==> src/gtg_pkg.sv <==
// ----------------------------------------------------------------------------
// gtg_pkg
// Shared types, constants and tables of the go-to-goal controller.
// ----------------------------------------------------------------------------
package gtg_pkg;

    localparam int SQRT_STEPS          = 25;
    localparam int DEF_CORDIC_STAGES   = 18;
    localparam int MAX_CORDIC_STAGES   = 32;

    localparam logic signed [33:0] PI_Q30     = 34'sd3373259426;
    localparam logic signed [35:0] PI_Q30_W   = 36'sd3373259426;
    localparam logic signed [35:0] TWO_PI_Q30 = 36'sd6746518852;

    localparam logic [29:0] ATAN_Q30 [MAX_CORDIC_STAGES] = '{
        30'd843314857, 30'd497837829, 30'd263043837, 30'd133525159,
        30'd67021687,  30'd33543516,  30'd16775851,  30'd8388437,
        30'd4194283,   30'd2097149,   30'd1048576,   30'd524288,
        30'd262144,    30'd131072,    30'd65536,     30'd32768,
        30'd16384,     30'd8192,      30'd4096,      30'd2048,
        30'd1024,      30'd512,       30'd256,       30'd128,
        30'd64,        30'd32,        30'd16,        30'd8,
        30'd4,         30'd2,         30'd1,         30'd0
    };

    typedef enum logic [0:0] {
        REG_GAIN         = 1'b0,
        REG_CATCH_RADIUS = 1'b1
    } cfg_reg_t;

    typedef struct packed {
        logic               valid;
        logic               caught;
        logic signed [18:0] hd;
        logic [49:0]        n;
        logic [27:0]        rem;
        logic [24:0]        root;
        logic signed [27:0] x;
        logic signed [27:0] y;
        logic signed [33:0] z;
    } iter_t;

endpackage

==> src/gtg_front.sv <==
// ----------------------------------------------------------------------------
// gtg_front
// Offsets, squares, catch test and CORDIC seeding, three register stages.
// ----------------------------------------------------------------------------
module gtg_front (
    input  logic                aclk,
    input  logic                aresetn,
    input  logic                en,
    input  logic                in_valid,
    input  logic signed [23:0]  own_x,
    input  logic signed [23:0]  own_y,
    input  logic signed [18:0]  own_heading,
    input  logic signed [23:0]  target_x,
    input  logic signed [23:0]  target_y,
    input  logic [22:0]         catch_radius,
    output gtg_pkg::iter_t      q
);
    import gtg_pkg::*;

    logic               v1_reg, v2_reg;
    logic signed [24:0] dx_reg, dy_reg;
    logic signed [18:0] hd1_reg, hd2_reg;
    logic [48:0]        px_reg, py_reg;
    logic signed [27:0] x0_reg, y0_reg;
    logic signed [33:0] z0_reg;
    logic [45:0]        r2_reg;
    iter_t              q_reg, q_next;

    logic signed [49:0] pxw, pyw;
    logic signed [27:0] dx28, dy28;
    logic [49:0]        sum;

    assign pxw  = dx_reg * dx_reg;
    assign pyw  = dy_reg * dy_reg;
    assign dx28 = {{3{dx_reg[24]}}, dx_reg};
    assign dy28 = {{3{dy_reg[24]}}, dy_reg};
    assign sum  = {1'b0, px_reg} + {1'b0, py_reg};

    always_comb begin
        q_next        = '0;
        q_next.valid  = v2_reg;
        q_next.caught = (sum <= {4'b0, r2_reg});
        q_next.hd     = hd2_reg;
        q_next.n      = sum;
        q_next.x      = x0_reg;
        q_next.y      = y0_reg;
        q_next.z      = z0_reg;
    end

    always_ff @(posedge aclk) begin
        r2_reg <= catch_radius * catch_radius;
        if (!aresetn) begin
            v1_reg      <= 1'b0;
            v2_reg      <= 1'b0;
            q_reg.valid <= 1'b0;
        end else if (en) begin
            v1_reg  <= in_valid;
            dx_reg  <= {target_x[23], target_x} - {own_x[23], own_x};
            dy_reg  <= {target_y[23], target_y} - {own_y[23], own_y};
            hd1_reg <= own_heading;
            v2_reg  <= v1_reg;
            hd2_reg <= hd1_reg;
            px_reg  <= pxw[48:0];
            py_reg  <= pyw[48:0];
            if (dx_reg[24]) begin
                x0_reg <= -dx28;
                y0_reg <= -dy28;
                z0_reg <= dy_reg[24] ? -PI_Q30 : PI_Q30;
            end else begin
                x0_reg <= dx28;
                y0_reg <= dy28;
                z0_reg <= '0;
            end
            q_reg <= q_next;
        end
    end

    assign q = q_reg;

endmodule

==> config.mk <==
export PLATFORM = sky130hd
export DESIGN_NAME = gtg_front
export DESIGN_NICKNAME = d
export VERILOG_FILES = /design/src/gtg_pkg.sv /design/src/gtg_front.sv
export SDC_FILE = /design/constraint.sdc
export NUM_CORES = 2
export LEC_CHECK = 0
export BUFFER_PORTS_ARGS = -buffer_cell sky130_fd_sc_hd__buf_2
export CORE_UTILIZATION = 40
export DETAILED_ROUTE_END_ITERATION = 12
export SYNTH_ARGS = -nofsm -noshare
export SYNTH_HDL_FRONTEND = slang
export SYNTH_SLANG_ARGS = --single-unit
==> constraint.sdc <==
create_clock -name aclk -period 12.3 [get_ports aclk]
set_input_delay 0.615 -clock aclk [delete_from_list [all_inputs] [get_ports aclk]]
set_output_delay 0.615 -clock aclk [all_outputs]
set_load 0.005 [all_outputs]
# Word-level counts from Yosys, hierarchy flattened
# Index checks and enable logic that the tools add are counted.
# W data, S select, Z words.
# classes
n_addsub	5
mul	3
magnitude_cmp	1
n_mux	3
n_reduce_logical	1
# op_table
cell	count
$mul A25 B25 Y49	2
$neg A25 Y28	2
$add A49 B49 Y50	1
$le A50 B46 Y1	1
$sub A24 B24 Y25	2
$mul A23 B23 Y46	1
$mux W34	1
$mux W28	1
$mux W24	1
$reduce_and A2 Y1	1
# word_totals
register_bits	485
wordCells	33

# Longest topological paths before layout
# depth
word_depth	2
depth_mapped	30

# Worst setup path after synthesis
# OpenSTA, ideal clock, no wires.
# synth_path
kind	input port to flip-flop
startpoint	input en
endpoint	register dx_reg[0] (enable)
arrival_time_ns	8.942
t_required_ns	11.522
setup_slack_ns	2.580
stages	1
cell_sequence	and2_1
# synth_via
elab_chain_cells	1
# synth_rtl
element	line	text
start, declared	gtg_front.sv:8	input logic en,
$reduce_and A2 Y1 (no line)	-	
end signal, assigned	gtg_front.sv:58	dx_reg <= {target_x[23], target_x} - {own_x[23], own_x};
end, declared	gtg_front.sv:21	logic signed [24:0] dx_reg, dy_reg;
# Every way passes these cells.
# A chain may end at the register's enable or synchronous reset.

# Worst setup path in the final report
# layout_path
startpoint	register dy_reg[4]
endpoint	register py_reg[44] (data pin)
# layout_via
elab_chain_cells	1
# layout_rtl
element	line	text
start, declared	gtg_front.sv:21	
start signal, assigned	gtg_front.sv:59	dy_reg <= {target_y[23], target_y} - {own_y[23], own_y};
$mul A25 B25 Y49	gtg_front.sv:34	assign pyw = dy_reg * dy_reg;
via pyw[44]	gtg_front.sv:29	logic signed [49:0] pxw, pyw;
end signal, assigned	gtg_front.sv:64	py_reg <= pyw[48:0];
end, declared	gtg_front.sv:23	logic [48:0] px_reg, py_reg;
# The timed path passes the listed nets, and every way through them passes these cells.

==> reports/metrics.csv <==
stage,metric,value,unit
logic_synthesis,yosys-top-cells-count,"inv_1, fa_1, ha_1",
logic_synthesis,syn_avg_cell_area,10.2,sq um
clock_tree,h-tree-depth,2,
cells_and_area,area_delta_synth_final,7.54,%
setup_path,rr_endpoint,py_reg[44]$_DFFE_PP_,
timing,fmax,122,MHz
routing,drt_first_pass_iters,7,
routing,wirelength,182,mm
logic_synthesis,ys_ff_latch,418,
logic_synthesis,synth_edf_count,370,
logic_synthesis,ys_types,88,
timing,rsz0062_at_grt,no,
global_route,grt_overflow,0,
die,die_h,433,um
global_route,grt_antenna_before_repair,4,
setup_path,start_kind,flop,
setup_path,crit_end,py_reg[44]$_DFFE_PP_,
setup_path,cp_slowest_cell,clkinv_1,
setup_path,path_delay_family,adder cells,
global_route,grt_first_pass_wirelength,295,mm
outcome,status,"complete, no violations",
clock_tree,clk_pin_slew,0.06,ns
placement,io_buffers,301,
routing,drc,0,
setup_path,worst-r2r-cell-count,25,
logic_synthesis,synth_top_flop_cell,edfxtp_1,
logic_synthesis,synthXorXnorAreaFrac,3.57,%
global_route,grt_max_degree,76,
logic_synthesis,synth-seq-area-share,16.2,%
timing,hold_viol_final,0,
global_route,grt_pass1_vias,54469,
setup_path,rrSetupSlack,4.08,ns
die,fp.dieW,433,um
setup_path,r2r_start,dy_reg[4]$_DFFE_PP_,
routing,routedWlPerCell,18.2,um
clock_tree,postCtsSetupBuffers,0,
logic_synthesis,synth_simple_gate_area_share,9.18,%
routing,viasPerCell,4.87,
setup_path,path_max_fanout,21,
die,dieArea,187000,sq um
timing,clock_skew,0.0305,ns
logic_synthesis,synth.area.top_cells,"fa_1, edfxtp_1, ha_1",
routing,drt_iter0_markers,2519,
setup_path,critPathLaunch,dy_reg[4]$_DFFE_PP_,
global_route,grt.total_usage,20.3,%
logic_synthesis,synth_top_area_cell,fa_1,
clock_tree,cts_made_buffers,52,
setup_path,path_buf_inv,6,
logic_synthesis,synth_async_sr_flop_share,0,%
logic_synthesis,synth_most_common_cell,inv_1,
routing,vias,48727,
clock_tree,cts_root_buffer,clkbuf_16,
logic_synthesis,synth_fa_ha_area_share,53.1,%
logic_synthesis,synth_top_cell_area_share,42.6,%
timing,worstMarginPinSlew,1.10,ns
clock_tree,clock_latency,0.67,ns
timing,fin_crit,8.22,ns
logic_synthesis,synth_compound_area_share,5.72,%
setup_path,crit_type,reg -> reg,
timing,finalSetupViolations,0,
die,core,184000,sq um
setup_path,cp-end-kind,flop,
timing,tns,0,ns
logic_synthesis,netlist_instances,7319,
logic_synthesis,yosys_warnings,0,
worst_hold_path,hold_class,in -> reg,
routing,ant_nets,0,
cells_and_area,largest_register_ff_count,130,
timing,period_share,66.8,%
die,rows,157,
logic_synthesis,synth_top_family_by_area,adder cells,
clock_tree,cts_tree,built,
placement,gp_congestion,0.914,
setup_path,crit_top_cell,fa_1,
logic_synthesis,muxShareOfSynthArea,0.125,%
clock_tree,cts_resized,0,
setup_path,arrival,8.62,ns
setup_path,cp.depth,25,
die,num_io_pins,356,
cells_and_area,layout.nets,9850,
clock_tree,cts_max_path_buffers,3,
die,start_util,40.4,%
timing,drv_slew,0,
flow_run,maxCapViolations,0,
cells_and_area,layout-drive-gt1-share,6.41,%
timing,maxSlewHeadroom,26.5,%
setup_path,crit_required,12.71,ns
clock_tree,cts_sinks,418,
setup_path,slowest_delay,0.60,ns
placement,dp_hpwl,148,mm
logic_synthesis,synth_area,74300,sq um
clock_tree,hold_buffers,0,
kinds of logic (layout without fill, tap and decap cells):
family	Yosys count	in the layout
adder cells (fa/ha/maj)	2203	2203
AND/OR/NAND/NOR	1439	1439
AO/OA/AOI/OAI	642	642
buffers and inverters	2304	2479
multiplexers	9	9
XOR/XNOR	303	303
flip-flops	418	418
other	1	57
routing by layer:
metal	track usage, %	vias up	part of all wire [%]
li1	-	22224	-
met1	25.1	25035	40
met3	1.96	321	4.3
met2	35.7	1147	51
met4	9.14	0	5.1
met5	0	-	0
placed cells by master, fill, tap and decap left out, drive strengths merged, types with 55 or more instances in the layout:
cell type | Yosys | final
nor2b | 58 | 58
clkbuf | 185 | 65
conb | 1 | 55
inv | 2014 | 2019
o21ai | 127 | 127
buf | 95 | 358
and2 | 314 | 314
ha | 621 | 621
nand2 | 594 | 594
xnor2 | 221 | 221
nor2 | 253 | 253
a21oi | 187 | 187
edfxtp | 370 | 370
xor2 | 82 | 82
fa | 1582 | 1582
a21o | 106 | 106
how the worst min path moves through the flow:
stage,from,end,slack [ns],cells past startpoint
finish,own_heading[1],hd1_reg[1]$_DFFE_PP_,0.11,1
global route,own_heading[1],hd1_reg[1]$_DFFE_PP_,0.07,1
CTS,own_heading[1],hd1_reg[1]$_DFFE_PP_,0.05,1
detailed placement,hd2_reg[11]$_DFFE_PP_,q[204]$_DFFE_PP_,0.40,0
global placement,hd1_reg[17]$_DFFE_PP_,hd2_reg[17]$_DFFE_PP_,0.40,0
floorplan,hd1_reg[0]$_DFFE_PP_,hd2_reg[0]$_DFFE_PP_,0.40,0
stage by stage:
step	setup slack (ns)	area [sq um]	hold slack [ns]	cells	util [%]
2_1_floorplan	2.58	74500	0.400	7373	-
5_1_grt	3.67	79900	0.0735	10012	43.4
6_report	4.08	79900	0.112	10014	43.5
3_5_place_dp	4.10	78200	0.405	9915	42.5
3_3_place_gp	4.17	78200	0.401	9915	42.5
4_1_cts	4.05	79900	0.0509	10012	43.4
final cells by class:
| type | instances | area, sq um |
|---|---|---|
| fill | 17726 | 104000 |
| antenna | 2 | 5.00 |
| multi-input combinational | 4651 | 53500 |
| clock inverter | 32 | 328 |
| timing repair buffer | 358 | 1930 |
| sequential | 418 | 12100 |
| clock buffer | 65 | 1410 |
| tap | 2464 | 3080 |
| inverter | 2024 | 7600 |
Power is not shown: default switching activity piles up to over one toggle a cycle in this logic, so the estimate is an artifact.
