$ cat src/gtg_pkg.sv
// ----------------------------------------------------------------------------
// gtg_pkg
// Shared types, constants and tables of the go-to-goal controller.
// ----------------------------------------------------------------------------
package gtg_pkg;

    localparam int SQRT_STEPS          = 25;
    localparam int DEF_CORDIC_STAGES   = 18;
    localparam int MAX_CORDIC_STAGES   = 32;

    localparam logic signed [33:0] PI_Q30     = 34'sd3373259426;
    localparam logic signed [35:0] PI_Q30_W   = 36'sd3373259426;
    localparam logic signed [35:0] TWO_PI_Q30 = 36'sd6746518852;

    localparam logic [29:0] ATAN_Q30 [MAX_CORDIC_STAGES] = '{
        30'd843314857, 30'd497837829, 30'd263043837, 30'd133525159,
        30'd67021687,  30'd33543516,  30'd16775851,  30'd8388437,
        30'd4194283,   30'd2097149,   30'd1048576,   30'd524288,
        30'd262144,    30'd131072,    30'd65536,     30'd32768,
        30'd16384,     30'd8192,      30'd4096,      30'd2048,
        30'd1024,      30'd512,       30'd256,       30'd128,
        30'd64,        30'd32,        30'd16,        30'd8,
        30'd4,         30'd2,         30'd1,         30'd0
    };

    typedef enum logic [0:0] {
        REG_GAIN         = 1'b0,
        REG_CATCH_RADIUS = 1'b1
    } cfg_reg_t;

    typedef struct packed {
        logic               valid;
        logic               caught;
        logic signed [18:0] hd;
        logic [49:0]        n;
        logic [27:0]        rem;
        logic [24:0]        root;
        logic signed [27:0] x;
        logic signed [27:0] y;
        logic signed [33:0] z;
    } iter_t;

endpackage

$ cat src/gtg_back.sv
// ----------------------------------------------------------------------------
// gtg_back
// Heading error wrap, gain products and output saturation, three stages.
// ----------------------------------------------------------------------------
module gtg_back (
    input  logic           aclk,
    input  logic           aresetn,
    input  logic           en,
    input  gtg_pkg::iter_t d,
    input  logic [23:0]    gain,
    output logic           out_valid,
    output logic [30:0]    linear_velocity,
    output logic [31:0]    angular_velocity,
    output logic           caught
);
    import gtg_pkg::*;

    logic               v1_reg, v2_reg, out_valid_reg;
    logic               c1_reg, c2_reg, caught_reg;
    logic signed [35:0] err_reg;
    logic [24:0]        dist_reg;
    logic [48:0]        lin_p_reg;
    logic [41:0]        lo_reg;
    logic signed [42:0] hi_reg;
    logic [30:0]        lin_reg;
    logic [31:0]        ang_reg;

    logic signed [35:0] err0;
    logic signed [35:0] err_next;
    logic signed [42:0] hi_next;
    logic signed [61:0] full;
    logic signed [61:0] sh;
    logic [31:0]        lin_sh;

    assign err0 = {{2{d.z[33]}}, d.z} - {{3{d.hd[18]}}, d.hd, 14'b0};

    always_comb begin
        if (err0 > PI_Q30_W) begin
            err_next = err0 - TWO_PI_Q30;
        end else if (err0 < -PI_Q30_W) begin
            err_next = err0 + TWO_PI_Q30;
        end else begin
            err_next = err0;
        end
    end

    assign hi_next = $signed({1'b0, gain}) * $signed(err_reg[35:18]);
    assign full    = ({{19{hi_reg[42]}}, hi_reg} <<< 18) + {20'b0, lo_reg};
    assign sh      = full >>> 30;
    assign lin_sh  = lin_p_reg[48:17];

    always_ff @(posedge aclk) begin
        if (!aresetn) begin
            v1_reg        <= 1'b0;
            v2_reg        <= 1'b0;
            out_valid_reg <= 1'b0;
        end else if (en) begin
            v1_reg    <= d.valid;
            c1_reg    <= d.caught;
            err_reg   <= err_next;
            dist_reg  <= d.root;
            v2_reg    <= v1_reg;
            c2_reg    <= c1_reg;
            lin_p_reg <= gain * dist_reg;
            lo_reg    <= gain * err_reg[17:0];
            hi_reg    <= hi_next;
            out_valid_reg <= v2_reg;
            caught_reg    <= c2_reg;
            if (c2_reg) begin
                lin_reg <= '0;
                ang_reg <= '0;
            end else begin
                lin_reg <= lin_sh[31] ? 31'h7FFF_FFFF : lin_sh[30:0];
                if (sh > 62'sd2147483647) begin
                    ang_reg <= 32'h7FFF_FFFF;
                end else if (sh < -62'sd2147483648) begin
                    ang_reg <= 32'h8000_0000;
                end else begin
                    ang_reg <= sh[31:0];
                end
            end
        end
    end

    assign out_valid        = out_valid_reg;
    assign linear_velocity  = lin_reg;
    assign angular_velocity = ang_reg;
    assign caught           = caught_reg;

endmodule

$ cat config.mk
export PLATFORM = sky130hd
export DESIGN_NAME = gtg_back
export DESIGN_NICKNAME = d
export VERILOG_FILES = /design/src/gtg_pkg.sv /design/src/gtg_back.sv
export SDC_FILE = /design/constraint.sdc
export NUM_CORES = 2
export LEC_CHECK = 0
export BUFFER_PORTS_ARGS = -buffer_cell sky130_fd_sc_hd__buf_2
export CAP_MARGIN = 20
export CORE_MARGIN = 5
export CORE_UTILIZATION = 60
export CTS_CLUSTER_SIZE = 8
export DETAILED_ROUTE_END_ITERATION = 10
export GPL_ROUTABILITY_DRIVEN = 1
export GPL_TIMING_DRIVEN = 0
export PLACE_DENSITY = 0.78
export REMOVE_ABC_BUFFERS = 1
export SYNTH_ARGS = -nofsm -noshare
export SYNTH_HDL_FRONTEND = slang
export SYNTH_SLANG_ARGS = --single-unit
$ cat constraint.sdc
create_clock -name aclk -period 17.3 [get_ports aclk]
set_clock_uncertainty 0.2 [all_clocks]
set_input_delay 1.73 -clock aclk [delete_from_list [all_inputs] [get_ports aclk]]
set_output_delay 1.73 -clock aclk [all_outputs]
set_load 0.05 [all_outputs]
Word level (Yosys, flattened, before mapping):

Cells that the tools add are included.

* reduce and logical (&&, ||, !) cells: 2
* equal/unequal tests: 0
* bitwise operators: 0
* divide/modulo/power cells: 0
* $mul: 3
* mux-type cells: 5
* order comparisons: 4
* shifts and indexed selects: 0
* add/subtract/negate cells: 4

Operators with widths (number)
* $mux W36: 2
* $add A61 B43 Y62: 1
* $mux W31: 2
* $mul A24 B25 Y49: 1
* $mul A25 B18 Y43: 1
* $mul A24 B18 Y42: 1
* $add A35 B34 Y36 const B: 1
* $sub A35 B34 Y36 const B: 1
* $gt A35 B33 Y1 const B: 1
* $lt A35 B33 Y1 const B: 1
* $sub A34 B33 Y35: 1
* $gt A32 B32 Y1 const B: 1
* $lt A32 B32 Y1 const B: 1
* $mux W32: 1
* $reduce_and A2 Y1: 1
* $reduce_or A2 Y1: 1

* bits of input ports: 241
* memories: 0
* latch bits: 0
* register bits: 264
* output and inout bits: 65
* word-level logic and storage cells: 32
* bits in writable memories: 0
* memory bits (read-only): 0

Longest topological paths before layout:

* depth in word-level cells: 4
* mapped depth: 29
* gate-level depth less buffers: 27

Worst setup path after synthesis:

No wires, ideal clock.

* path type: input to register
* from: input gain[3]
* to: register lin_p_reg[48] (data pin)
* data arrival time: 8.134 ns
* slack: 8.707 ns
* stages on the path: 27
* required time: 16.841 ns
* setup time: 0.259 ns
* buffers on the path: 2
* path through: clkbuf_1 > clkbuf_1 > nand2_1 > fa_1 > inv_1 > fa_1 > inv_1 > fa_1 > fa_1 > inv_1 > fa_1 > fa_1 > inv_1 > fa_1 > inv_1 > ha_1 > a21oi_1 > o21bai_1 > a21o_1 > a31oi_1 > o211ai_1 > nor3_1 > o21ai_0 > and2_1 > o21ai_0 > nor2_1 > a211o_1

* word-level cells in the longest chain between the ends: 1

RTL lines
* start: declaration: RTL line gtg_back.sv:10 `input logic [23:0] gain,`
* $mul A24 B25 Y49: RTL line gtg_back.sv:64 `lin_p_reg <= gain * dist_reg;`
* end signal: assignment: RTL line gtg_back.sv:64
* end: declaration: RTL line gtg_back.sv:22 `logic [48:0] lin_p_reg;`

Every way passes these cells.
A chain may end at the register's enable or synchronous reset.

Worst setup path in the final report:

* from: input gain[3]
* to: register lin_p_reg[47] (data pin)

Same word-level chain as after synthesis.

==> metrics.txt <==
vias in the first global route=approximately 46000; P&R area growth vs syn=5.564%; Setup TNS=0 ns; most common cell in the synthesized netlist=inv_1; Post-CTS Setup Inserts=0; Slew @ Worst Pin=1.225 ns; fmax=105.1 MHz; Die Span Y=318.6 um; GP Congestion=about 0.87; final net count=8010; TritonRoute pass-1 iters=7; wire per inst=around 19 um; final std cells w/o fill=7371; slew margin rel.=a little under a fifth; simple logic cell fraction of the synthesized area=roughly 16%; Synth cell types=91; Cells after DPL=between 7000 and 8000; startpoint types=input port; Starting Density=about three fifths; top post-synthesis cells by count=inv_1, fa_1, nand2_1; Worst Setup End Kind=flip-flop; number of flip-flops in the largest register=43; Clock Tree Root=clkbuf_16; first-pass GRT wire length=234000 um; Via Count=41430; RSZ-0062 raised after global routing=no; post-synthesis sequential area ratio=11.98%; Worst Hold Class=reg2reg; XOR/XNOR Fraction of Synth Area=2.527%; CTS tree=built; main combinational cell family by area after synthesis=adder cells; CTS max path bufs=3; initial antenna violation count=1; GRT Overall Usage=28.36%; HPWL after DPL=103000 um; Synth Register Bits=~230; CP Max Fanout=37; crit path kind=in2reg; top-area cell type share of the netlist area=between 40% and 50%; Compound-Gate Fraction of Synth Area=5.214%; layout cells sized above 1=about 5%; status=finished clean; min Tclk post-route=roughly 9.5 ns; Synth Area per Inst=~9.3 um^2; die area=101500 um^2; TritonCTS buffer count=37; fillers=approximately 7600; Die W=318.6 um; mux share of post-synthesis cell area=less than 1%; number of synthesis warnings=0; Post-Synthesis Cell Area=roughly 57000 um^2; DRC violations left=0; Final Hold Fails=0; CP required=roughly 17 ns; number of enable flip-flop cells after synthesis=between 200 and 250; core area=around 95000 um^2; hold buffer count at cts=0; total gr overflow=0; Worst EP arrival=9.66 ns; Metal-1 WL=54570 um; max-slew violations=0; Synth Area in Adders=about 53%; clock-pin slew on the worst setup and hold paths=0.05 ns; FF-to-FF setup slack=a little under 9 ns; 1st-iter DRT viols=between 2000 and 3000; Max Cap Violations=0; row count=approximately 110; Met3 Routed Length=between 10000 and 15000 um; detailed-route wire length=between 100000 and 150000 um; ANT nets after route=0; Synth area leader=fa_1; CTS sink cnt=~230; CTS H-Tree Depth=2; Post-Synthesis Cells=just over 6000; DR WL met2=~68000 um; Port Buf Inserts=around 170; Highest Signal Layer=met4; crit share post-route=between 50% and 60%; via/cell ratio=between 5 and 6; cells taking the most area after synthesis=fa_1, edfxtp_1, ha_1; CTS resizes=0; clock latency on the worst-skew pair=0.61 ns; pin count of the biggest net entering global routing=70; fraction of registers with async set/reset=0%; top_reg_cell synth=edfxtp_1; final setup vio count=0; I/O pin cnt=306
==> final timing paths <==
kind	from	end	depth (start not counted)
worst min register to register	c1_reg	c2_reg	0
worst max register to register	dist_reg[22]	lin_p_reg[47]	25
worst min-delay path	c1_reg	c2_reg	0
worst max-delay path	gain[3]	lin_p_reg[47]	27
==> metal layers <==
metal / GRT usage, % / up-vias
met3: 4.105 / 385
met2: 48.79 / 1770
met1: 36.76 / 21060
met5: 0 / -
met4: 10.76 / 0
li1: - / 18220
==> metrics by stage <==
step	hold slack (ns)	cell area, um^2	setup slack, ns	utilization, %
3_5_place_dp	0.2216	58980	7.170	62.26
3_3_place_gp	0.2030	58300	6.967	61.54
6_report	0.2268	60320	7.783	63.68
5_1_grt	0.2401	60320	7.392	63.67
2_1_floorplan	0.2003	55860	9.162	-
4_1_cts	0.2315	60070	7.761	63.41
==> cell type report <==
class	instances	area, um^2	area share, %
multi-input combinational	4201	43730	72.50
clock buffer	45	955.9	1.585
timing repair buffer	210	1777	2.945
sequential	229	6847	11.35
antenna	1	2.502	0.004149
clock inverter	10	130.1	0.2157
tap	1265	1583	2.624
inverter	1410	5293	8.774
==> kinds of logic after synthesis <==
family | count (synthesis)
buffers and inverters | 1739
XOR/XNOR | 164
multiplexers | 5
flip-flops | 229
AO/OA/AOI/OAI | 431
AND/OR/NAND/NOR | 1921
adder cells (fa/ha/maj) | 1680
==> cell usage in the layout (no fill, tap or decap), types with 6 or more instances in the layout <==
| cell type | n |
|---|---|
| o21bai_1 | 16 |
| nand2_1 | 955 |
| buf_4 | 12 |
| buf_16 | 20 |
| or2_2 | 6 |
| o21ai_1 | 8 |
| a21oi_1 | 108 |
| nor3_1 | 31 |
| and2_1 | 564 |
| o21ai_0 | 62 |
| xnor2_1 | 90 |
| inv_1 | 1409 |
| a21o_1 | 59 |
| o211ai_1 | 8 |
| o31ai_1 | 8 |
| clkbuf_16 | 37 |
| buf_12 | 11 |
| buf_8 | 8 |
| fa_1 | 1206 |
| and3_1 | 16 |
| clkbuf_1 | 8 |
| xor2_1 | 73 |
| o21a_1 | 28 |
| nand2b_1 | 35 |
| a31oi_1 | 20 |
| and4_1 | 11 |
| ha_1 | 474 |
| nor2_1 | 181 |
| nand3_1 | 35 |
| nand4_1 | 21 |
| edfxtp_1 | 226 |
| buf_2 | 159 |
| o22ai_1 | 16 |
| a211oi_1 | 12 |
| nor2b_1 | 32 |
==> critical path, stage by stage <==
cell	delay [ns]
buf_2	0.74
buf_16	0.26
nand2_1	0.10
fa_1	0.58
inv_1	0.05
fa_1	0.48
inv_1	0.06
fa_1	0.50
fa_1	0.51
inv_1	0.05
fa_1	0.52
fa_1	0.50
inv_1	0.05
fa_1	0.47
inv_1	0.04
ha_1	0.35
a21oi_1	0.26
o21bai_1	0.10
a21o_1	0.18
a31oi_1	0.29
o211ai_1	0.21
nor3_1	0.47
o21ai_0	0.22
and2_1	0.22
o21ai_0	0.26
nor2b_1	0.20
xnor2_1	0.22
Power is not shown: default switching activity piles up to over one toggle a cycle in this logic, so the estimate is an artifact.
