[src/gtg_pkg.sv]
// ----------------------------------------------------------------------------
// gtg_pkg
// Shared types, constants and tables of the go-to-goal controller.
// ----------------------------------------------------------------------------
package gtg_pkg;

    localparam int SQRT_STEPS          = 25;
    localparam int DEF_CORDIC_STAGES   = 18;
    localparam int MAX_CORDIC_STAGES   = 32;

    localparam logic signed [33:0] PI_Q30     = 34'sd3373259426;
    localparam logic signed [35:0] PI_Q30_W   = 36'sd3373259426;
    localparam logic signed [35:0] TWO_PI_Q30 = 36'sd6746518852;

    localparam logic [29:0] ATAN_Q30 [MAX_CORDIC_STAGES] = '{
        30'd843314857, 30'd497837829, 30'd263043837, 30'd133525159,
        30'd67021687,  30'd33543516,  30'd16775851,  30'd8388437,
        30'd4194283,   30'd2097149,   30'd1048576,   30'd524288,
        30'd262144,    30'd131072,    30'd65536,     30'd32768,
        30'd16384,     30'd8192,      30'd4096,      30'd2048,
        30'd1024,      30'd512,       30'd256,       30'd128,
        30'd64,        30'd32,        30'd16,        30'd8,
        30'd4,         30'd2,         30'd1,         30'd0
    };

    typedef enum logic [0:0] {
        REG_GAIN         = 1'b0,
        REG_CATCH_RADIUS = 1'b1
    } cfg_reg_t;

    typedef struct packed {
        logic               valid;
        logic               caught;
        logic signed [18:0] hd;
        logic [49:0]        n;
        logic [27:0]        rem;
        logic [24:0]        root;
        logic signed [27:0] x;
        logic signed [27:0] y;
        logic signed [33:0] z;
    } iter_t;

endpackage

[src/gtg_iter_stage.sv]
// ----------------------------------------------------------------------------
// gtg_iter_stage
// One square-root digit step and/or one CORDIC vectoring step, registered.
// ----------------------------------------------------------------------------
module gtg_iter_stage #(
    parameter int IDX       = 0,
    parameter bit DO_SQRT   = 1'b1,
    parameter bit DO_CORDIC = 1'b1
) (
    input  logic           aclk,
    input  logic           aresetn,
    input  logic           en,
    input  gtg_pkg::iter_t d,
    output gtg_pkg::iter_t q
);
    import gtg_pkg::*;

    localparam int AIDX = IDX % MAX_CORDIC_STAGES;

    iter_t              q_reg, q_next;
    logic [27:0]        rem_s, trial;
    logic signed [27:0] xs, ys;
    logic signed [33:0] at;

    assign rem_s = {d.rem[25:0], d.n[49:48]};
    assign trial = {1'b0, d.root, 2'b01};
    assign xs    = d.x >>> AIDX;
    assign ys    = d.y >>> AIDX;
    assign at    = {4'b0, ATAN_Q30[AIDX]};

    always_comb begin
        q_next = d;
        if (DO_SQRT) begin
            q_next.n = {d.n[47:0], 2'b00};
            if (rem_s >= trial) begin
                q_next.rem  = rem_s - trial;
                q_next.root = {d.root[23:0], 1'b1};
            end else begin
                q_next.rem  = rem_s;
                q_next.root = {d.root[23:0], 1'b0};
            end
        end
        if (DO_CORDIC) begin
            if (!d.y[27]) begin
                q_next.x = d.x + ys;
                q_next.y = d.y - xs;
                q_next.z = d.z + at;
            end else begin
                q_next.x = d.x - ys;
                q_next.y = d.y + xs;
                q_next.z = d.z - at;
            end
        end
    end

    always_ff @(posedge aclk) begin
        if (!aresetn) begin
            q_reg.valid <= 1'b0;
        end else if (en) begin
            q_reg <= q_next;
        end
    end

    assign q = q_reg;

endmodule

[config.mk]
export PLATFORM = sky130hd
export DESIGN_NAME = gtg_iter_stage
export DESIGN_NICKNAME = d
export VERILOG_FILES = /design/src/gtg_pkg.sv /design/src/gtg_iter_stage.sv
export SDC_FILE = /design/constraint.sdc
export NUM_CORES = 1
export LEC_CHECK = 0
export BUFFER_PORTS_ARGS = -buffer_cell sky130_fd_sc_hd__buf_2
export CORE_ASPECT_RATIO = 0.7
export CORE_MARGIN = 8
export CORE_UTILIZATION = 40
export CTS_CLUSTER_DIAMETER = 60
export DETAILED_ROUTE_END_ITERATION = 10
export PLACE_DENSITY = 0.79
export SLEW_MARGIN = 5
export SYNTH_ARGS = -nofsm -noshare
export SYNTH_HDL_FRONTEND = slang
export SYNTH_SLANG_ARGS = --single-unit
[constraint.sdc]
create_clock -name aclk -period 6.79 [get_ports aclk]
set_clock_uncertainty 0.05 [all_clocks]
set_input_delay 1.0185 -clock aclk [delete_from_list [all_inputs] [get_ports aclk]]
set_output_delay 1.0185 -clock aclk [all_outputs]
set_load 0.005 [all_outputs]
After elaboration in Yosys (flattened, before gate mapping)
Index checks and enable logic that the tools add are counted.

cells by class
  reductions and logical operators = 1
  magnitude comparators = 1
  add/sub/neg operators = 6
  mux-type cells = 2

operators by type and width
  operator                                                               number
  90-bit 2-to-1 mux                                                      1
  28-bit subtractor                                                      2
  53-bit 2-to-1 mux                                                      1
  34-bit by 31-bit adder with 34-bit output, second input constant       1
  34-bit by 31-bit subtractor with 34-bit output, second input constant  1
  28-bit adder                                                           1
  28-bit by 27-bit greater-or-equal comparator with 1-bit output         1
  28-bit by 27-bit subtractor with 28-bit output                         1
  2-bit AND reduction                                                    1

word-level totals
  register bits after elaboration = 212
  logic and storage cells = 19
  output and inout bits = 214

Logic depth before layout (Yosys ltp)
Gate-level depths: netlist (run 1).

  word-level depth = 2
  depth in mapped cells = 14

Least setup slack after synthesis (run 1)
No wires, ideal clock.

  path kind = input-to-reg
  from = in en
  to = reg q_reg (netlist bit q[0]) (enable)
  path buffers = 0
  path slack = 366 ps
  library setup time = 595 ps
  data arrival time = 5779 ps
  stages on the path = 1
  cell sequence = and2_1

on the way
  word-level cells in the longest chain between the ends = 1

ends and longest elaborated chain
  what                                  line                  source
  start, declared                       gtg_iter_stage.sv:12  input logic en,
  2-bit AND reduction (no source line)  -
  end signal, assigned                  gtg_iter_stage.sv:60  q_reg <= q_next;
  end, declared                         gtg_iter_stage.sv:20  iter_t q_reg, q_next;

No other way between the ends.
A chain may end at the register's enable or synchronous reset.

==> results.toml, run 1 <==
[routing]
drtIter0Drc = 1168
drc = 0
wl_per_cell_um = 20.2
via_per_inst = 5.46
first_pass_iters = 9
num_vias = 12800
drt-total-wl_um = 47500
antenna_left = 0

[min_path]
hp-start = "q[213]$_SDFFE_PN0P_"
hp-class = "reg -> reg"
worstHoldPathCells = 2
whs_endpoint = "q[213]$_SDFFE_PN0P_"

[sta]
max_freq_mhz = 237
finalSetupTns_ps = 0
setup_viol = 0
worst_slew_pin_slew_ps = 1010
relSlewSlack = 0.316
post-route-min-period_ps = 4220
slew_viol_final = 0
fin_crit_sh = 0.621
finalHoldViolations = 0
rsz0062_at_grt = "no"

[setup_path]
reg2reg_slack_ps = 6120
start_kind = "primary input"
worstSetupPathType = "in -> reg"
timing.rr.start = "q[213]$_SDFFE_PN0P_"
critPathRequiredTime_ps = 7020
path_max_fanout = 16
reg2reg_to = "q[213]$_SDFFE_PN0P_"
cp-startpoint = "d[61]"
end_kind = "register"
r2r_cells = 2
arrival_ps = 4450

[power_and_ir_drop]
p_sw_uw = 1230
power_frac_comb = 0.256
p_sw_frac = 0.299
power_frac_clock = 0.349
pwr-share-seq = 0.395
ir_drop_uv = 152
p_leak_uw = 0.00804
internal-power_uw = 2900
power_density_nw_per_um2 = 230

[yosys]
ys.flop_type = "edfxtp_1"
synth_cell_type_count = 74
syn_avg_cell_area_um2 = 10.1
ys_seq_area_frac = 0.437
synth_edf_count = 210
ys_ff_latch = 211
yosys_warnings = 0
synthArstFlopShare = 0
syn_area_um2 = 14500
syn_inst = 1433

[floorplanning]
die_x_um = 243
die_height_um = 175
pin_count = 431
coreArea_um2 = 35800
rows = 58
die-area_um2 = 42600
start_util = 0.404

[layout]
synthToLayoutAreaGrowth_pct = 24.1
utilization = 0.502
drive_gt1_frac = 0.268
largest_reg_flops = 211
finalNetCount = 2212

[clock_network]
cts_buffers = 26
cts_resized = 0
root_buffer = "clkbuf_16"
clock_latency_ps = 550
clk_pin_slew_ps = 60
cts_tree = "yes"
cts_htree_levels = 1
cts_setup_buffers = 0
cts.sinks = 211
cts_hold_buffers = 0
cts.path.max_buffers = 3

[placed_design]
portBuffers = 426
dp_hpwl_um = 38200
gp_congestion = 0.911

[global_route]
grt_first_pass_wirelength_um = 71900
grtUsageTotal = 0.209
grt_max_degree = 82
grt_remaining_overflow = 0
grt_pass1_vias = 12300
antenna_found_initial = 10

[run_status]
outcome = "complete, no violations"

[run]
maxCapViolations = 0
## synthesized netlist by cell type (4+ instances only)
| cell type | n | area, µm² |
|---|---|---|
| edfxtp_1 | 210 | 6310 |
| ha_1 | 147 | 1840 |
| a21oi_1 | 131 | 656 |
| inv_1 | 124 | 465 |
| o21ai_0 | 115 | 576 |
| nor2_1 | 98 | 368 |
| xnor2_1 | 72 | 631 |
| nand2_1 | 68 | 255 |
| a21o_1 | 60 | 450 |
| clkbuf_1 | 38 | 143 |
| xor2_1 | 32 | 280 |
| nor3_1 | 29 | 145 |
| nor2b_1 | 20 | 125 |
| o21bai_1 | 20 | 150 |
| mux2i_1 | 18 | 180 |
| nand4_1 | 17 | 106 |
| a31oi_1 | 16 | 100 |
| nand3_1 | 14 | 70.1 |
| a211oi_1 | 11 | 82.6 |
| o21a_1 | 11 | 82.6 |
| or3_1 | 11 | 68.8 |
| and3_1 | 10 | 62.6 |
| nand2b_1 | 9 | 56.3 |
| or2_2 | 9 | 56.3 |
| a21boi_0 | 8 | 60.1 |
| o211ai_1 | 8 | 60.1 |
| o31ai_1 | 8 | 60.1 |
| a2111oi_0 | 7 | 61.3 |
| and2_1 | 7 | 43.8 |
| o41ai_1 | 7 | 61.3 |
| a211o_1 | 6 | 52.6 |
| buf_2 | 6 | 30.0 |
| nor4_1 | 6 | 37.5 |
| o31a_1 | 6 | 52.6 |
| a41oi_1 | 4 | 35.0 |
| fa_1 | 4 | 80.1 |
## per-layer routing
metal,track usage,up-vias,share of wire
met5,0,-,0.00099
met2,0.352,561,0.48
met1,0.251,6082,0.39
met4,0.0840,8,0.046
li1,-,6072,-
met3,0.0570,111,0.085
## stage by stage
step | hold WS (ps) | power, µW | cell area [µm²] | cells | setup WS (ps)
after floorplan | 457 | 2310 | 14500 | 1434 | 366
after global placement | 467 | 2680 | 17000 | 2296 | 2060
after detailed placement | 486 | 2710 | 17000 | 2296 | 2030
after CTS | 504 | 4150 | 17900 | 2343 | 2600
after global routing | 516 | 4320 | 18000 | 2349 | 2450
final | 508 | 4130 | 18000 | 2349 | 2570
## cells by family (layout without fill, tap and decap cells)
group                      count (synthesis)  in the layout  share of synthesized area
and+or+nand+nor                          311            311                      0.104
buffers and inverters                    178            607                     0.0475
xor gates and xnor gates                 104            104                     0.0630
DFF                                      211            211                      0.437
other                                      1              8                   0.000259
AOI/OAI and AO/OA                        456            456                      0.201
adders and majority gates                151            151                      0.133
muxes                                     21             21                     0.0148
## power by group through the flow
| stage | Sequential [µW] | Combinational (µW) | Clock (µW) |
|---|---|---|---|
| 2_1_floorplan | 1680 | 625 | 0 |
| 3_3_place_gp | 1660 | 1020 | 0 |
| 3_5_place_dp | 1660 | 1050 | 0 |
| 4_1_cts | 1630 | 1050 | 1470 |
| 5_1_grt | 1640 | 1160 | 1510 |
| 6_report | 1630 | 1060 | 1440 |
## area by class of cell
type | instances | area, µm²
inverters | 128 | 480
fillers | 3241 | 17800
well taps | 480 | 601
flip-flops and latches | 211 | 6330
repair buffers | 432 | 2180
clock inverters | 18 | 233
multi-input cells | 1045 | 7460
clock buffers | 29 | 662
diodes | 6 | 15.0
## placed cells by master (no fill, tap or decap), types with 7 or more instances in the layout
master	synthesis	routed
buf_2	6	426
edfxtp_1	210	210
ha_1	147	147
a21oi_1	131	131
inv_1	124	124
o21ai_0	115	115
nor2_1	98	98
xnor2_1	72	72
nand2_1	68	68
a21o_1	60	60
xor2_1	32	32
nor3_1	29	29
clkbuf_16	0	26
nor2b_1	20	20
o21bai_1	20	20
mux2i_1	18	18
nand4_1	17	17
a31oi_1	16	16
nand3_1	14	14
a211oi_1	11	11
o21a_1	11	11
or3_1	11	11
and3_1	10	10
nand2b_1	9	9
or2_2	9	9
a21boi_0	8	8
o31ai_1	8	8
o211ai_1	8	8
a2111oi_0	7	7
o41ai_1	7	7
clkinv_1	3	7
## how the worst max path moves through the flow
| stage | end | cells past startpoint |
|---|---|---|
| floorplan | q[0]$_DFFE_PP_ | 1 |
| global placement | q[30]$_DFFE_PP_ | 12 |
| detailed placement | q[30]$_DFFE_PP_ | 12 |
| CTS | q[30]$_DFFE_PP_ | 12 |
| global route | q[30]$_DFFE_PP_ | 12 |
| finish | q[30]$_DFFE_PP_ | 12 |
## critical path: stages
cell and delay [ps]:
buf_2 290, inv_2 280, ha_1 430, a21o_1 200, a21o_1 190, a2111oi_0 380, a21boi_0 520, o31a_1 300
o2111ai_1 150, a31oi_1 380, o41ai_1 120, xor2_1 160
No activity file was read; power rests on OpenSTA's default activity.
==> run 2: changes to the inputs <==
ABC_AREA = 1   (was unset)
PLACE_DENSITY = 0.77   (was 0.79)
clock period = 3.8 ns   (was 6.79 ns; I/O delays follow)
==> run 2 against run 1 <==
Wire length rose by 23%; total power rose by 90%; worst hold slack got worse by 380 ps; sequential cell count did not move; cell area rose by 16%; highest routed layer unchanged; via count rose by 34%; global-route usage rose by 1.4 points.
==> results.toml, run 2 <==
[clock_network]
cts_hold_buffers = 0
clock_latency_ps = 550
cts_buffers = 26
cts_resized = 0
cts_tree = "yes"
cts_setup_buffers = 0
cts_htree_levels = 1
clk_pin_slew_ps = 70
root_buffer = "clkbuf_16"
cts.sinks = 211
cts.path.max_buffers = 3

[run]
maxCapViolations = 0

[routing]
drtIter0Drc = 1735
antenna_left = 0
wl_per_cell_um = 17.2
drc = 0
drt-total-wl_um = 58300
first_pass_iters = 7
num_vias = 17200
via_per_inst = 5.08

[yosys]
synthTopCellsByCount = "784 x nand2_1, 404 x inv_1, 210 x edfxtp_1, 186 x nand3_1, 176 x nor2_1"
synthArstFlopShare = 0
synth_edf_count = 210
yosys_warnings = 0
yosys.area.top_type = "edfxtp_1"
ys.flop_type = "edfxtp_1"
syn_inst = 2394
ys_seq_area_frac = 0.369
synth.most_common_cell = "nand2_1"
syn_area_um2 = 17200
synth_cell_type_count = 40
yosysTopAreaCellShare = 0.367
syn_avg_cell_area_um2 = 7.17
ys_ff_latch = 211
ys_top_cells_by_area = "edfxtp_1 37%, nand2_1 17%, ha_1 11%"

[global_route]
grt_max_degree = 143
grt_use_met2 = 0.341
grt_remaining_overflow = 0
grt_pass1_vias = 16200
grtUsageTotal = 0.223
antenna_found_initial = 11
grt_first_pass_wirelength_um = 89900
grt-busiest-layer = "met2"
use_met1 = 0.321
global_route.usage.met3 = 0.0487

[sta]
worst_slew_pin_slew_ps = 887
max_freq_mhz = 392
fin_crit_sh = 0.672
finalHoldViolations = 0
post-route-min-period_ps = 2550
slew_viol_final = 0
setup_viol = 0
rsz0062_at_grt = "no"
relSlewSlack = 0.408

[floorplanning]
start_util = 0.405
die-area_um2 = 49900
pin_count = 431
die_height_um = 189
rows = 63
coreArea_um2 = 42300
die_x_um = 264

[power_and_ir_drop]
power_density_nw_per_um2 = 377
p_leak_uw = 0.0108
ir_drop_uv = 287

[layout]
layout_common_cells = "783 x nand2_1, 426 x buf_2, 403 x inv_1"
utilization = 0.491
finalNetCount = 3180
synthToLayoutAreaGrowth_pct = 21.1
final_common_cell = "nand2_1"
fin_cells = 3385
largest_reg_flops = 211
drive_gt1_frac = 0.182

[setup_path]
end_kind = "register"
critPathRequiredTime_ps = 4050
arrival_ps = 2800
start_kind = "primary input"
path_max_fanout = 21
worstSetupPathType = "in -> reg"

[placed_design]
dp.cells = 3336
portBuffers = 426
dp_hpwl_um = 48500
gp_congestion = 0.991

[run_status]
outcome = "complete, no violations"

[min_path]
hp-class = "in -> reg"
==> run 2: cell count changes in the layout (fill, tap and decap cells not counted), sizes merged, moves of 23 or more <==
cell	before	now
xnor2	72	13
nand2	68	801
nor2	98	182
nand3	14	188
o21ai	117	94
a21o	60	4
inv	130	417
==> run 2: per-layer routing <==
layer	vias to the layer above	routed length (µm)
met3	71	5770
met1	7820	26700
met5	-	91
li1	8567	-
met2	727	24700
met4	14	1120
==> run 2: logic make-up after synthesis <==
group,after synthesis,share of synthesized area
AND/OR/NAND/NOR,1235,0.298
flip-flops,211,0.369
AO/OA/AOI/OAI,294,0.0927
other,1,0.000218
adder cells (fa/ha/maj),151,0.112
buffers and inverters,453,0.104
XOR/XNOR,49,0.0250
==> run 2: stage by stage <==
stage / total power (µW) / worst slack [ps] / hold WS (ps) / setup TNS (ps) / instance area, µm²
global placement: 5070 / 745 / 463 / 0 / 19800
CTS: 7880 / 1320 / 94.9 / 0 / 20800
finish: 7840 / 1250 / 131 / 0 / 20800
floorplan: 4290 / -375 / 475 / -78750 / 17200
global route: 8270 / 943 / 99.6 / 0 / 20800
detailed placement: 5100 / 727 / 478 / 0 / 19800
==> run 2: worst max-delay path: stages <==
cell	delay, ps
buf_2	410
inv_2	290
ha_1	420
a21oi_1	240
o21ai_0	140
a21oi_1	250
nor2_1	70
nor2_1	200
nand2_1	90
nand2_1	60
nand2_1	50
==> run 2: worst paths after layout <==
path,end,cells after the start,slack [ps],startpoint
max reg2reg,q[213]$_SDFFE_PN0P_,2,3140,q[213]$_SDFFE_PN0P_
min reg2reg,q[213]$_SDFFE_PN0P_,2,490,q[213]$_SDFFE_PN0P_
min,q[154]$_DFFE_PP_,1,130,d[152]
max,q[33]$_DFFE_PP_,11,1250,d[61]
==> run 2: layout make-up <==
type / instances / area, µm²
antenna: 1 / 2.50
sequential: 211 / 6330
fill: 4242 / 21500
inverter: 410 / 1540
multi-input combinational: 1731 / 9080
timing repair buffer: 432 / 2190
clock inverter: 21 / 303
clock buffer: 27 / 654
tap: 552 / 691
==> run 2: where the power goes <==
part / switching [µW] / leakage, µW / total (µW) / internal (µW)
Sequential: 53.6 / 0.00197 / 2890 / 2830
Combinational: 1450 / 0.00835 / 2200 / 758
Clock: 1110 / 0.000464 / 2750 / 1640
Total: 2610 / 0.0108 / 7840 / 5230
